<file path="src/rtl/core/psma_pkg.sv">
// ----------------------------------------------------------------------------
// psma_pkg
// Shared types and constants of the per-sensor moving average block.
// ----------------------------------------------------------------------------
`default_nettype none

package psma_pkg;

    localparam int unsigned SampleW    = 16;
    localparam int unsigned KeyW       = 16;
    localparam int unsigned SlotOutW   = 4;
    localparam int unsigned WinRegW    = 7;
    localparam int unsigned MaxResults = 16;
    localparam int unsigned ResCntW    = 5;
    localparam logic [WinRegW-1:0] WinReset = 7'd8;

    typedef enum logic {
        OP_PUSH   = 1'b0,
        OP_REPORT = 1'b1
    } op_t;

    typedef enum logic {
        STS_OK   = 1'b0,
        STS_FULL = 1'b1
    } sts_t;

    typedef struct packed {
        op_t                       op;
        logic [KeyW-1:0]           key;
        logic signed [SampleW-1:0] temp;
    } item_t;

    typedef struct packed {
        sts_t                      status;
        logic [KeyW-1:0]           key;
        logic [SlotOutW-1:0]       slot;
        logic signed [SampleW-1:0] echo;
        logic signed [SampleW-1:0] mean;
        logic                      last;
    } res_t;

    typedef enum logic [2:0] {
        ST_IDLE,
        ST_LOOK,
        ST_READ,
        ST_UPD,
        ST_DIV,
        ST_SCAN,
        ST_OUT
    } eng_state_t;

endpackage

`default_nettype wire

</file>
<file path="src/rtl/core/psma_queue.sv">
// ----------------------------------------------------------------------------
// psma_queue
// Two-entry item queue between the input port and the engine.
// ----------------------------------------------------------------------------
`default_nettype none

module psma_queue
    import psma_pkg::*;
(
    input  wire logic  clk,
    input  wire logic  rst_n,
    input  wire logic  push,
    input  wire item_t push_item,
    output logic       full,
    input  wire logic  pop,
    output logic       empty,
    output item_t      head_item
);

    item_t      entry_reg [2];
    logic       wr_ptr_reg;
    logic       rd_ptr_reg;
    logic [1:0] count_reg;

    assign full      = (count_reg == 2'd2);
    assign empty     = (count_reg == 2'd0);
    assign head_item = entry_reg[rd_ptr_reg];

    always_ff @(posedge clk or negedge rst_n)
    begin
        if (!rst_n)
        begin
            wr_ptr_reg <= 1'b0;
            rd_ptr_reg <= 1'b0;
            count_reg  <= 2'd0;
        end
        else
        begin
            if (push)
                wr_ptr_reg <= ~wr_ptr_reg;
            if (pop)
                rd_ptr_reg <= ~rd_ptr_reg;
            if (push && !pop)
                count_reg <= count_reg + 2'd1;
            else if (pop && !push)
                count_reg <= count_reg - 2'd1;
        end
    end

    always_ff @(posedge clk)
    begin
        if (push)
            entry_reg[wr_ptr_reg] <= push_item;
    end

endmodule

`default_nettype wire

</file>
<file path="config.mk">
export PLATFORM = sky130hd
export DESIGN_NAME = psma_queue
export DESIGN_NICKNAME = d
export VERILOG_FILES = /design/src/rtl/core/psma_pkg.sv /design/src/rtl/core/psma_queue.sv
export SDC_FILE = /design/constraint.sdc
export NUM_CORES = 1
export LEC_CHECK = 0
export CORE_ASPECT_RATIO = 1.75
export CORE_MARGIN = 2
export CORE_UTILIZATION = 50
export DETAILED_ROUTE_END_ITERATION = 10
export DONT_BUFFER_PORTS = 1
export MAX_ROUTING_LAYER = met4
export PLACE_DENSITY = 0.69
export SYNTH_ARGS = -nofsm -noshare
export SYNTH_HDL_FRONTEND = slang
export SYNTH_SLANG_ARGS = --single-unit
</file>
<file path="constraint.sdc">
create_clock -name clk -period 4.9 [get_ports clk]
set_input_delay 0.98 -clock clk [delete_from_list [all_inputs] [get_ports clk]]
set_output_delay 0.98 -clock clk [all_outputs]
set_load 0.05 [all_outputs]
</file>
==> impl_metrics.yaml <==
worst_setup_path:
  crit_path_top_delay_cell: "dfrtp_2"
  critical_path.max_fanout: 34
  path_class: "flip-flop to output port"
  arrival_ps: 1920
  critPathMaxStageDelay_ps: 1040
  path_cells: "mux2_2"
  path_buf_inv: 0
  critPathCaptureType: "output port"
  crit_required_ps: 3920
  path_delay_family: "flip-flops"
  startpoint_type: "flip-flop"
cts:
  insertion_delay_ps: 330
  cts_tree: "yes"
  postCtsHoldBufs: 0
  cts_max_level: 3
  clk_path_buf_depth: 2
  cts_root_buf: "clkbuf_8"
  numClockSinks: 70
  post_cts.repair.setup_buffers: 0
  cts_made_buffers: 9
  clk_pin_slew_ps: 60
  ctsResizeCount: 0
place:
  hpwl_mm: 2.53
  routabilityCongestion: 0.609
  io_buffers: 0
route:
  wl_per_cell_um: 20.3
  drt_iter0_drc: 37
  drt-vias-per-instance: 5.58
  drc: 0
  vias: 1044
  detail-route-antenna-nets: 0
  first_pass_iters: 5
  wirelength_mm: 3.79
grt:
  grt_pass1_wl_mm: 5.54
  grt_use_total_pct: 14.0
  antenna_found_initial: 0
  overflow: 0
  grt_pass1_vias: 1148
  grt_max_degree: 35
timing:
  fin_crit_sh_pct: 59.3
  setup_viol: 0
  fmax_ghz: 0.344
  rsz0062_at_grt: "no"
  drv_slew: 0
  hold_viol_final: 0
  final.min_clock_period_ps: 2900
  slew_headroom_pct: 32.4
  tightest_slew_ps: 1010
  fin_skew_ps: 4.92
  setup_tns_ps: 0
synth:
  synthesis.nets: 157
  synth_edf_count: 66
  synth_area_leaders: "edfxtp_1 73%, mux2_4 16%, dfrtp_1 3.7%"
  synth_top_flop_cell: "edfxtp_1"
  synth-xor-area-share_pct: 1.61
  synthArstFlopShare_pct: 5.71
  syn-cell-area_um2: 2720
  synth_top_cell_area_share_pct: 72.9
  synth-adder-area-share_pct: 0.460
  synth_most_common_cell: "edfxtp_1"
  syn-mean-instance-area_um2: 22.9
  yosys.area_share.simple_pct: 0.966
  ys_ff_latch: 70
  ys_types: 13
  synth_cells: 119
  synth_top_cells_by_count: "66 x edfxtp_1, 29 x mux2_4, 4 x dfrtp_1, 4 x mux2_2, 4 x xor2_1"
  synth-compound-area-share_pct: 0
  synth.area.mux_share_pct: 17.7
  yosysTopAreaCell: "edfxtp_1"
  ys_seq_area_share_pct: 76.5
  synth_top_family_by_area: "multiplexers"
  yosysWarnings: 0
pwr:
  power_density_nw_per_um2: 714
  comb_power_share_pct: 38.1
  p_clk_share_pct: 17.9
  p_leak_nw: 1.05
  p_switching_mw: 0.854
  total_power_mw: 2.06
  ir_worst_vdd_uv: 550
  p_sw_share_pct: 41.4
  power.internal_mw: 1.21
  seqPwrFrac_pct: 44.0
finish:
  area_growth_pct: 6.30
  final_util_pct: 55.0
  largest_reg_flops: 66
  nets: 165
  fillers: 400
  diodes: 0
  drive_gt1_share_pct: 37.1
die:
  ios: 72
  die_w_um: 59.8
  dieArea_um2: 6070
  core_area_um2: 5260
  start_util_pct: 51.8
  rows: 35
  fp.dieH_um: 102
min_path:
  hp-class: "input port to async pin"
run:
  cap_violations: 0
status:
  status: "finished, final reports clean"
per-layer routing:
metal | share of wire, % | track usage [%]
met1 | 32 | 12.3
met2 | 57 | 22.1
met3 | 8.7 | 8.05
met4 | 2.7 | 8.89
met5 | 0 | -
kinds of logic after synthesis:
family | after synthesis
buffers and inverters | 5
DFF | 70
and+or+nand+nor | 5
adders and majority gates | 1
muxes | 33
xor gates and xnor gates | 5
power by group through the flow:
stage | clock (mW) | sequential (mW) | combinational (mW)
after floorplan | 0 | 0.841 | 0.859
after global placement | 0 | 0.915 | 0.785
after detailed placement | 0 | 0.927 | 0.793
after CTS | 0.386 | 0.914 | 0.794
after global routing | 0.411 | 0.928 | 0.812
final | 0.370 | 0.908 | 0.785
final cells by class:
cell class / count / area [um2] / share of cell area [%]
clock inverters: 5 / 26.3 / 0.909
repair buffers: 1 / 7.51 / 0.260
inverters: 1 / 3.75 / 0.130
well taps: 55 / 68.8 / 2.38
flip-flops and latches: 70 / 2080 / 72.0
multi-input cells: 44 / 571 / 19.7
clock buffers: 11 / 131 / 4.54
layout by cell type, fill, tap and decap left out:
cell type,count
nor2b_4,1
buf_4,1
dfrtp_1,3
nor2b_1,1
ha_1,1
mux2_2,4
nor2_1,2
clkbuf_8,9
dfrtp_2,1
clkbuf_1,2
edfxtp_1,66
and2_1,1
xnor2_1,1
inv_1,1
mux2_4,29
clkinv_2,3
xor2_1,4
clkinv_1,1
clkinvlp_4,1
per-stage QoR:
step	instance area, um2	setup slack (ps)	hold WS (ps)	instances
floorplan	2720	2000	455	119
global placement	2730	2350	473	171
detailed placement	2730	2300	487	171
CTS	2890	1930	319	187
global route	2890	1890	310	187
finish	2890	2000	344	187
worst paths after layout:
path | end | cells past startpoint | start | slack [ps]
worst max register to register | entry_reg[1][32]$_DFFE_PP_ | 2 | wr_ptr_reg$_DFFE_PN0P_ | 3130
max in group asynchronous | rd_ptr_reg$_DFFE_PN0P_ | 0 | rst_n | 4480
worst min-delay path | rd_ptr_reg$_DFFE_PN0P_ | 0 | rst_n | 340
worst max-delay path | head_item[32] | 1 | rd_ptr_reg$_DFFE_PN0P_ | 2000
min in group clk | count_reg[1]$_DFFE_PN0P_ | 1 | count_reg[1]$_DFFE_PN0P_ | 500
worst min register to register | count_reg[1]$_DFFE_PN0P_ | 1 | count_reg[1]$_DFFE_PN0P_ | 500
(Power assumes the default switching activity.)
